File: config.mk
export PLATFORM = sky130hd
export DESIGN_NAME = escape_byte_lz_decoder
export DESIGN_NICKNAME = d
export VERILOG_FILES = /design/src/rtl/eblz_pkg.sv /design/src/rtl/eblz_hist_mem.sv /design/src/rtl/escape_byte_lz_decoder.sv
export SDC_FILE = /design/constraint.sdc
export NUM_CORES = 2
export LEC_CHECK = 0
export BUFFER_PORTS_ARGS = -buffer_cell sky130_fd_sc_hd__buf_2
export CORE_MARGIN = 2
export CORE_UTILIZATION = 59
export CTS_BUF_LIST = sky130_fd_sc_hd__clkbuf_4 sky130_fd_sc_hd__clkbuf_8
export DETAILED_ROUTE_END_ITERATION = 7
export PLACE_DENSITY_LB_ADDON = 0.15
export SLEW_MARGIN = 5
export SYNTH_ARGS = -nofsm -noshare
export SYNTH_HDL_FRONTEND = slang
export SYNTH_SLANG_ARGS = --single-unit
File: constraint.sdc
create_clock -name clk -period 25.2 [get_ports clk]
set_input_delay 2.52 -clock clk [delete_from_list [all_inputs] [get_ports clk]]
set_output_delay 2.52 -clock clk [all_outputs]
set_load 0.01 [all_outputs]
File: src/rtl/eblz_pkg.sv
// shared types and constants for the escape-byte lz decoder
package eblz_pkg;
	localparam int HistDepthDef = 256;
	localparam int BytesPerResDef = 8;
	localparam int ByteW = 8;

	typedef enum logic [1:0] {
		PH_PLAIN = 2'd0,
		PH_ESC   = 2'd1,
		PH_DIST  = 2'd2
	} phase_t;

	typedef enum logic [1:0] {
		ST_IDLE = 2'd0,
		ST_COPY = 2'd1,
		ST_EMIT = 2'd2
	} ctl_state_t;

	// one history write request from the control to the memory
	typedef struct packed {
		logic       we;
		logic [7:0] wdata;
	} hist_wr_t;
endpackage

File: src/rtl/eblz_hist_mem.sv
// history memory with one write and one registered read port
module eblz_hist_mem #(
	parameter int DEPTH = eblz_pkg::HistDepthDef,
	localparam int AW = $clog2(DEPTH)
) (
	input  logic          clk,
	input  logic          we,
	input  logic [AW-1:0] waddr,
	input  logic [7:0]    wdata,
	input  logic [AW-1:0] raddr,
	output logic [7:0]    rdata
);
	import eblz_pkg::*;

	logic [7:0] mem [DEPTH];

	always_ff @(posedge clk) begin
		if (we) begin
			mem[waddr] <= wdata;
		end
		rdata <= mem[raddr];
	end
endmodule

File: src/rtl/escape_byte_lz_decoder.sv
// escape-byte lz decoder top level: parser, copy sequencer, packer and history memory
// a literal byte's result is registered in the cycle after its transfer; one input per cycle while results are taken
// a match is copied from the length transfer on: a read state and a
//   write-back state per copied byte through the registered read port
// input tready is low while a match is copied or a result waits to be taken
// arst_n clears parser, pointers, counts and the escape code; history is not cleared
module escape_byte_lz_decoder #(
	parameter int HISTORY_DEPTH = eblz_pkg::HistDepthDef,
	parameter int BYTES_PER_RESULT = eblz_pkg::BytesPerResDef
) (
	input  logic        clk,
	input  logic        arst_n,
	input  logic        cfg_we,
	input  logic [7:0]  cfg_wdata,
	input  logic        s_tvalid,
	output logic        s_tready,
	input  logic [7:0]  s_tdata,   // in_byte
	input  logic        s_tuser,   // stream_start
	output logic        m_tvalid,
	input  logic        m_tready,
	output logic [71:0] m_tdata,   // out_bytes[63:0], out_count[67:64], zero pad
	output logic        m_tlast,   // out_last
	output logic        m_tuser    // out_error
);
	import eblz_pkg::*;

	localparam int AW = $clog2(HISTORY_DEPTH);
	localparam int CW = AW + 1;
	localparam int FW = $clog2(BYTES_PER_RESULT + 1);

	logic [7:0]    esc_q;
	phase_t        phase_q;
	logic [7:0]    dist_q;
	logic [AW-1:0] wptr_q;
	logic [CW-1:0] prod_q;
	ctl_state_t    st_q, st_d;
	logic [7:0]    rem_q;
	logic [63:0]   acc_q;
	logic [FW-1:0] fill_q;
	logic          rd_s1;
	logic          out_v_q, out_last_q, out_err_q;
	logic [63:0]   out_bytes_q;
	logic [3:0]    out_cnt_q;

	hist_wr_t      wr;
	logic [AW-1:0] waddr;
	logic [AW-1:0] raddr;
	logic [7:0]    rdata;
	logic          acc_in;
	logic [7:0]    b;
	phase_t        ph;
	logic [CW-1:0] prod_in;
	logic          bad;
	logic [FW-1:0] fill_nx;
	logic [63:0]   acc_nx;
	logic          out_free;
	logic          emit_flush;
	logic          out_set;

	eblz_hist_mem #(.DEPTH(HISTORY_DEPTH)) u_mem (
		.clk(clk), .we(wr.we), .waddr(waddr), .wdata(wr.wdata),
		.raddr(raddr), .rdata(rdata)
	);

	assign out_free = !out_v_q || m_tready;
	assign s_tready = (st_q == ST_IDLE) && out_free;
	assign acc_in = s_tvalid && s_tready;
	assign b = s_tdata;
	assign ph = s_tuser ? PH_PLAIN : phase_q;
	assign prod_in = (acc_in && s_tuser) ? '0 : prod_q;
	assign bad = (dist_q == 8'd0) || ({{(CW-8){1'b0}}, dist_q} > prod_in);
	assign waddr = (acc_in && s_tuser) ? '0 : wptr_q;
	assign raddr = wptr_q - AW'(dist_q);
	assign fill_nx = fill_q + 1'b1;
	assign emit_flush = (fill_nx == FW'(BYTES_PER_RESULT)) || (rem_q == 8'd1);
	assign out_set = (acc_in && (wr.we || (ph == PH_DIST && bad))) ||
		(st_q == ST_EMIT && wr.we && emit_flush);

	always_comb begin
		acc_nx = acc_q;
		acc_nx[8*fill_q +: 8] = rdata;
	end

	always_comb begin
		st_d = st_q;
		case (st_q)
			ST_IDLE: if (acc_in && ph == PH_DIST && !bad && b != 8'd0) st_d = ST_COPY;
			ST_COPY: st_d = ST_EMIT;
			ST_EMIT: if (out_free && emit_flush)
					st_d = (rem_q == 8'd1) ? ST_IDLE : ST_COPY;
				else if (!emit_flush)
					st_d = ST_COPY;
			default: st_d = ST_IDLE;
		endcase
	end

	always_comb begin
		wr.we = 1'b0;
		wr.wdata = b;
		if (st_q == ST_IDLE && acc_in &&
			((ph == PH_ESC && b == esc_q) || (ph != PH_ESC && ph != PH_DIST && b != esc_q))) begin
			wr.we = 1'b1;
		end else if (st_q == ST_EMIT && (out_free || !emit_flush)) begin
			wr.we = 1'b1;
			wr.wdata = rdata;
		end
	end

	always_ff @(posedge clk or negedge arst_n) begin
		if (!arst_n) begin
			esc_q <= '0;
			phase_q <= PH_PLAIN;
			dist_q <= '0;
			wptr_q <= '0;
			prod_q <= '0;
			st_q <= ST_IDLE;
			rem_q <= '0;
			acc_q <= '0;
			fill_q <= '0;
			rd_s1 <= 1'b0;
			out_v_q <= 1'b0;
			out_last_q <= 1'b0;
			out_err_q <= 1'b0;
			out_bytes_q <= '0;
			out_cnt_q <= '0;
		end else begin
			if (cfg_we) esc_q <= cfg_wdata;
			st_q <= st_d;
			rd_s1 <= (st_d == ST_EMIT);
			if (out_set) out_v_q <= 1'b1;
			else if (m_tready) out_v_q <= 1'b0;
			if (acc_in && s_tuser) dist_q <= '0;
			if (wr.we) begin
				wptr_q <= waddr + 1'b1;
				prod_q <= (prod_in == CW'(HISTORY_DEPTH)) ? prod_in : prod_in + 1'b1;
			end else if (acc_in && s_tuser) begin
				wptr_q <= '0;
				prod_q <= '0;
			end
			if (acc_in) begin
				out_last_q <= 1'b1;
				out_err_q <= (ph == PH_DIST) && bad;
				case (ph)
					PH_ESC: begin
						if (b == esc_q) begin
							phase_q <= PH_PLAIN;
							out_bytes_q <= {56'd0, b};
							out_cnt_q <= 4'd1;
						end else begin
							phase_q <= PH_DIST;
							dist_q <= (b >= esc_q) ? b - 8'd1 : b;
						end
					end
					PH_DIST: begin
						phase_q <= PH_PLAIN;
						rem_q <= b;
						fill_q <= '0;
						acc_q <= '0;
						if (bad) begin
							out_bytes_q <= '0;
							out_cnt_q <= '0;
						end
					end
					default: begin
						if (b == esc_q) begin
							phase_q <= PH_ESC;
						end else begin
							phase_q <= PH_PLAIN;
							out_bytes_q <= {56'd0, b};
							out_cnt_q <= 4'd1;
						end
					end
				endcase
			end
			if (st_q == ST_EMIT && wr.we) begin
				rem_q <= rem_q - 8'd1;
				if (emit_flush) begin
					out_bytes_q <= acc_nx;
					out_cnt_q <= 4'(fill_nx);
					out_last_q <= (rem_q == 8'd1);
					out_err_q <= 1'b0;
					acc_q <= '0;
					fill_q <= '0;
				end else begin
					acc_q <= acc_nx;
					fill_q <= fill_nx;
				end
			end
		end
	end

	assign m_tvalid = out_v_q;
	assign m_tdata = {4'd0, out_cnt_q, out_bytes_q};
	assign m_tlast = out_last_q;
	assign m_tuser = out_err_q;

	a_rd_follows: assert property (@(posedge clk) disable iff (!arst_n)
		st_q == ST_EMIT |-> rd_s1) else $error("emit without memory read");
	a_no_take_in_copy: assert property (@(posedge clk) disable iff (!arst_n)
		st_q != ST_IDLE |-> !s_tready) else $error("input taken during copy");
	a_err_empty: assert property (@(posedge clk) disable iff (!arst_n)
		out_v_q && out_err_q |-> out_cnt_q == 4'd0 && out_last_q) else $error("bad error result");
	a_prod_sat: assert property (@(posedge clk) disable iff (!arst_n)
		prod_q <= CW'(HISTORY_DEPTH)) else $error("count overflow");
endmodule

### Word level (Yosys, flattened, before mapping)

Memory sizes are Yosys's and may differ from the RTL's. A register that Yosys moved wholly into a read port is not among the register bits.
Index checks and enable logic that the tools add are counted.

* flip-flop bits (word level): 184
* memory bits (writable): 2048
* output and inout bits: 76
* word-level logic and storage cells: 132
* memories: 1

* $add $sub $neg: 7
* magnitude comparators: 2
* equal/unequal tests: 13
* shifts and indexed selects: 2
* muxes and demuxes: 58
* reduce and logical (&&, ||, !) cells: 35

Memories
* u_mem.mem: words 256, bits a word 8, read ports 1, clocked after Yosys merged registers in 1, wr ports 1, RTL line eblz_hist_mem.sv:15 `logic [7:0] mem [DEPTH];`

Operators with widths (count)
* two-way mux 64 bit: 10
* case mux 64 bit (2 select lines): 1
* two-way mux 8 bit: 11
* bitwise mux 64 bit: 1
* variable shift 8 x 34 -> 64 bit, first input constant: 1
* variable part select 8 x 34 -> 64 bit: 1
* two-way mux 4 bit: 10
* two-way mux 9 bit: 4
* negator 7 -> 34 bit: 1
* logical AND 1 bit: 17
* subtractor 8 x 1 -> 8 bit, second input constant: 2
* two-way mux 1 bit: 13
* two-way mux 2 bit: 5
* adder 9 x 1 -> 9 bit, second input constant: 1
* == test 9 bit, second input constant: 1
* greater-than comparator 8 x 9 -> 1 bit: 1
* adder 8 x 1 -> 8 bit, second input constant: 1
* == test 8 x 1 -> 1 bit, second input constant: 1
* == test 8 bit: 1
* greater-or-equal comparator 8 bit: 1
* zero test 8 bit: 1
* != test 8 bit: 1
* case mux 4 bit (2 select lines): 1
* nonzero test 8 bit: 1
* other kinds (15): 29

### Depth between registers and ports, before layout

* depth after elaboration: 13
* mapped depth: 19
* gate-level depth less buffers: 14

### Hierarchy

A second synthesis with hierarchy kept.

* cells, all modules: 4706
* area, all modules: 89308.2 um^2

Modules (own cells, without submodules)
* eblz_hist_mem: times used 1, cells each 3733, area an instance 79556.3 um^2, sequential area each 61659.1 um^2
* escape_byte_lz_decoder: times used 1, cells each 973, area an instance 9751.9 um^2, sequential area each 4604.4 um^2

### Worst setup path after synthesis

Ideal clock, no wire load.

* kind: input-to-reg
* from: in m_tready
* to: mem u_mem.mem[0][0], data pin
* setup time: 2.189 ns
* arrival: 12.994 ns
* required time: 23.011 ns
* slack: 10.017 ns
* cell stages on the path: 4
* buffers on the path: 1
* cell sequence: nor2b_4 > a21oi_1 > clkbuf_1 > o21ai_0

* word-level cells in the longest chain between the ends: 6
* elaborated cells between the ends (all ways): 9

Ends and longest elaborated chain
* start: declaration: RTL line escape_byte_lz_decoder.sv:20 `input logic m_tready,`
* logical OR 1 bit *: RTL line escape_byte_lz_decoder.sv:65 `assign out_free = !out_v_q || m_tready;`
* logical AND 1 bit: RTL line escape_byte_lz_decoder.sv:66 `assign s_tready = (st_q == ST_IDLE) && out_free;`
* logical AND 1 bit: RTL line escape_byte_lz_decoder.sv:67 `assign acc_in = s_tvalid && s_tready;`
* logical AND 1 bit (2 in a row): RTL line escape_byte_lz_decoder.sv:100 `if (st_q == ST_IDLE && acc_in &&`
* two-way mux 8 bit *: RTL line escape_byte_lz_decoder.sv:100
* net u_mem.wdata[0]: RTL line eblz_hist_mem.sv:9 `input logic [7:0] wdata,`
* end: declaration: RTL line eblz_hist_mem.sv:15

The timed path passes the listed nets; every way through them passes the cells marked *.

### Worst setup path after layout

* from: reg dist_q[0]
* to: reg u_mem.rdata[0], read port of u_mem.mem

* word-level cells in the longest chain between the ends: 1

Ends and longest elaborated chain
* start: declaration: RTL line escape_byte_lz_decoder.sv:33 `logic [7:0] dist_q;`
* start signal: assignment: RTL line escape_byte_lz_decoder.sv:151 `dist_q <= (b >= esc_q) ? b - 8'd1 : b;`
* subtractor 8 bit: RTL line escape_byte_lz_decoder.sv:73 `assign raddr = wptr_q - AW'(dist_q);`
* end: declaration: RTL line eblz_hist_mem.sv:11 `output logic [7:0] rdata`

No other way between the ends.
A chain may end at the register's enable or synchronous reset.

==> results.md <==
- Slew @ Worst Pin: 1320 ps
- Post-Syn Instances: 4655
- Via Count: 47000
- Period utilization: 26.7%
- Crit path capture type: flop
- Worst R2R Start: dist_q[0]
- Largest net degree at the start of global routing: 153
- PostCTS Resize Cnt: 0
- Port bufs: 93
- WL/cell: 30.7 µm
- Core Area: 150000 µm²
- Syn Std Cell Area: 89500 µm²
- Cell leakage power: 32.1 nW
- Root buffer cell: clkbuf_8
- Post-synth EDFFs: 2048
- Outcome: complete, no violations
- R2r setup slk: 18460 ps
- Crit path DAT: 7680 ps
- Critical Path RT: 26140 ps
- Vert. Die Dim: 393 µm
- Drt drc: 0
- Pwr Total: 0.0102 W
- DIE AREA: 155000 µm²
- ANT nets after route: 0
- Fmax: 148 MHz
- CP startpoint kind: flop
- Initial antenna violation count: 4
- Hold Vio Cnt, Final: 0
- Final Wtd Congestion: 0.889
- Vias in the first global route: 46700
- Register area share after synthesis: 74.1%
- DRT Wirelength: 221 mm
- Class of the worst hold path: flop to flop
- Iteration-0 DRC Markers: 5912
- Count leader, synth: edfxtp_1
- DPL Wire Length: 128 mm
- # rows: 142
- H-tree depth: 5
- Yosys reg bits: 2240
- Slew headroom: 11.6%
- Clock skew: 44.0 ps
- DR pass1 iterations: 8
- Clk pin slew, worst setup/hold paths: 60 ps
- Count of cell types in the netlist: 83
- Vias per cell: 6.54
- Fraction of layout cells with a size suffix above 1: 25.4%
- Fillers: 9827
- Num CTS Buffers: 364
- Gr usage total: 28.7%
- Synth area leaders: edfxtp_1 69%, mux4_2 13%, dfrtp_1 5.1%
- Synth top area share: 68.7%
- Initial core utilization: 59.6%
- Final net count: 4970
- Synth top cells by count: 2048 x edfxtp_1, 530 x mux4_2, 304 x nor2_1, 303 x nand2_1, 184 x dfrtp_1
- Ports: 98
- Biggest area consumer among synthesized cells: edfxtp_1
- Post-synth ARST share: 8.21%
- Worst Hold Launch: acc_q[52]
- Tmin final: 6740 ps
- Peak VDD IR: 0.244 mV
- Later-pin clock latency in the skew report: 1030 ps
- Postcts setup bufs: 0
- RSZ-0062 raised after global routing: false
- CTS tree: yes
- Global-route wire length before repair: 323 mm
- Hold Buf Count CTS: 0
- Setup violators final: 0
- Max-cap violations: 0
- Die W: 393 µm
- Critical Path Fanout Max: 65
- Critical Path Source: dist_q[0]
- Clk sink count: 2240
- Remaining global-route overflow: 0
- P per Cell Area: 103 nW/µm²
- Area delta synth->final: 10.7%
- Final Max Tran Viols: 0
- Syn Area/Cell: 19.2 µm²
- Top_reg_cell synth: edfxtp_1
- Final TNS setup: 0 ps
- Yosys warnings: 0
- Clock buffer depth: 4
- Critical path type: flop to flop
cell type report:
type / count / area, µm² / share of cell area, %
Sequential cell: 2240 / 66300 / 66.9
Inverter: 34 / 128 / 0.129
Clock inverter: 178 / 1250 / 1.26
Timing Repair Buffer: 168 / 1150 / 1.16
Antenna cell: 2 / 5.00 / 0.00505
Tap cell: 2016 / 2520 / 2.55
Multi-Input combinational cell: 2101 / 21900 / 22.2
Clock buffer: 454 / 5760 / 5.82
layer usage:
layer  vias up  part of all wire (%)  GRT usage [%]
met5         -                 0.010              0
met4         4                   2.9           9.46
met3       363                    10           6.49
met2      2814                    47           43.8
met1     24300                    40           41.8
li1      19500                     -              -
power by group:
group / internal [W] / switching (W)
registers: 0.00421 / 0.000131
logic: 0.00100 / 0.00175
clock network: 0.00169 / 0.00140
total: 0.00691 / 0.00328
path summary, 6_finish.rpt:
| path | end | cells after the start |
|---|---|---|
| worst min register to register | acc_q[52] | 2 |
| worst max register to register | u_mem.rdata[0] | 13 |
| worst min-delay path | acc_q[52] | 2 |
| worst max-delay path | u_mem.rdata[0] | 13 |
| max in group asynchronous | fill_q[3] | 2 |
| min in group asynchronous | out_bytes_q[46] | 1 |
metrics by stage:
stage                     cell area [µm²]  utilization [%]  hold slack (ps)  setup slack [ps]  instances
after global placement              92000             61.3              461             18250       6559
after floorplan                     89500                -              449             10020       4658
after global routing                99000             66.0              493             18260       7192
after CTS                           99000             66.0              482             18500       7191
final                               99000             66.0              478             18460       7193
after detailed placement            92000             61.3              470             18130       6559
critical path, cell delays in order, from the launching register on:
cell and delay [ps]:
dfrtp_1 450, ha_4 160, inv_1 40, fa_4 1390, buf_4 870, buf_4 760, buf_4 790, mux4_2 350
nand2_1 80, and3_1 240, a311oi_1 300, a21oi_1 180, o211ai_1 550, o221a_2 380
cell families after synthesis:
group | count (synthesis) | synth area share, %
flops | 2240 | 74.1
compound gates | 485 | 3.90
other cells | 1 | 0.00419
xor+xnor | 30 | 0.311
buf+inv | 317 | 1.69
simple gates | 862 | 4.25
fa+ha+maj | 39 | 0.554
mux | 681 | 15.2
cell usage in the layout, fill, tap and decap left out, types with 31 or more instances in the layout:
cell	instances
a22o_1	41
buf_2	92
edfxtp_1	2048
a21oi_1	37
clkinv_2	50
a31oi_1	50
nor2_1	303
clkbuf_4	78
mux4_2	530
nand2_1	297
o21ai_0	75
mux2i_1	119
nor3_1	55
clkbuf_8	377
buf_4	66
ha_1	37
nand3_1	31
inv_1	34
clkinv_1	104
dfrtp_1	184
a211oi_1	68
o2bb2ai_1	57
and2_1	68
state kept, by name, indices dropped and copies added (netlist names), 2 cells and up:
signal / flops
u_mem.mem: 2048
acc_q: 64
out_bytes_q: 64
prod_q: 9
dist_q: 8
esc_q: 8
rem_q: 8
u_mem.rdata: 8
wptr_q: 8
fill_q: 4
out_cnt_q: 4
phase_q: 2
st_q: 2
Note: power is estimated with default switching activity, not from simulation.
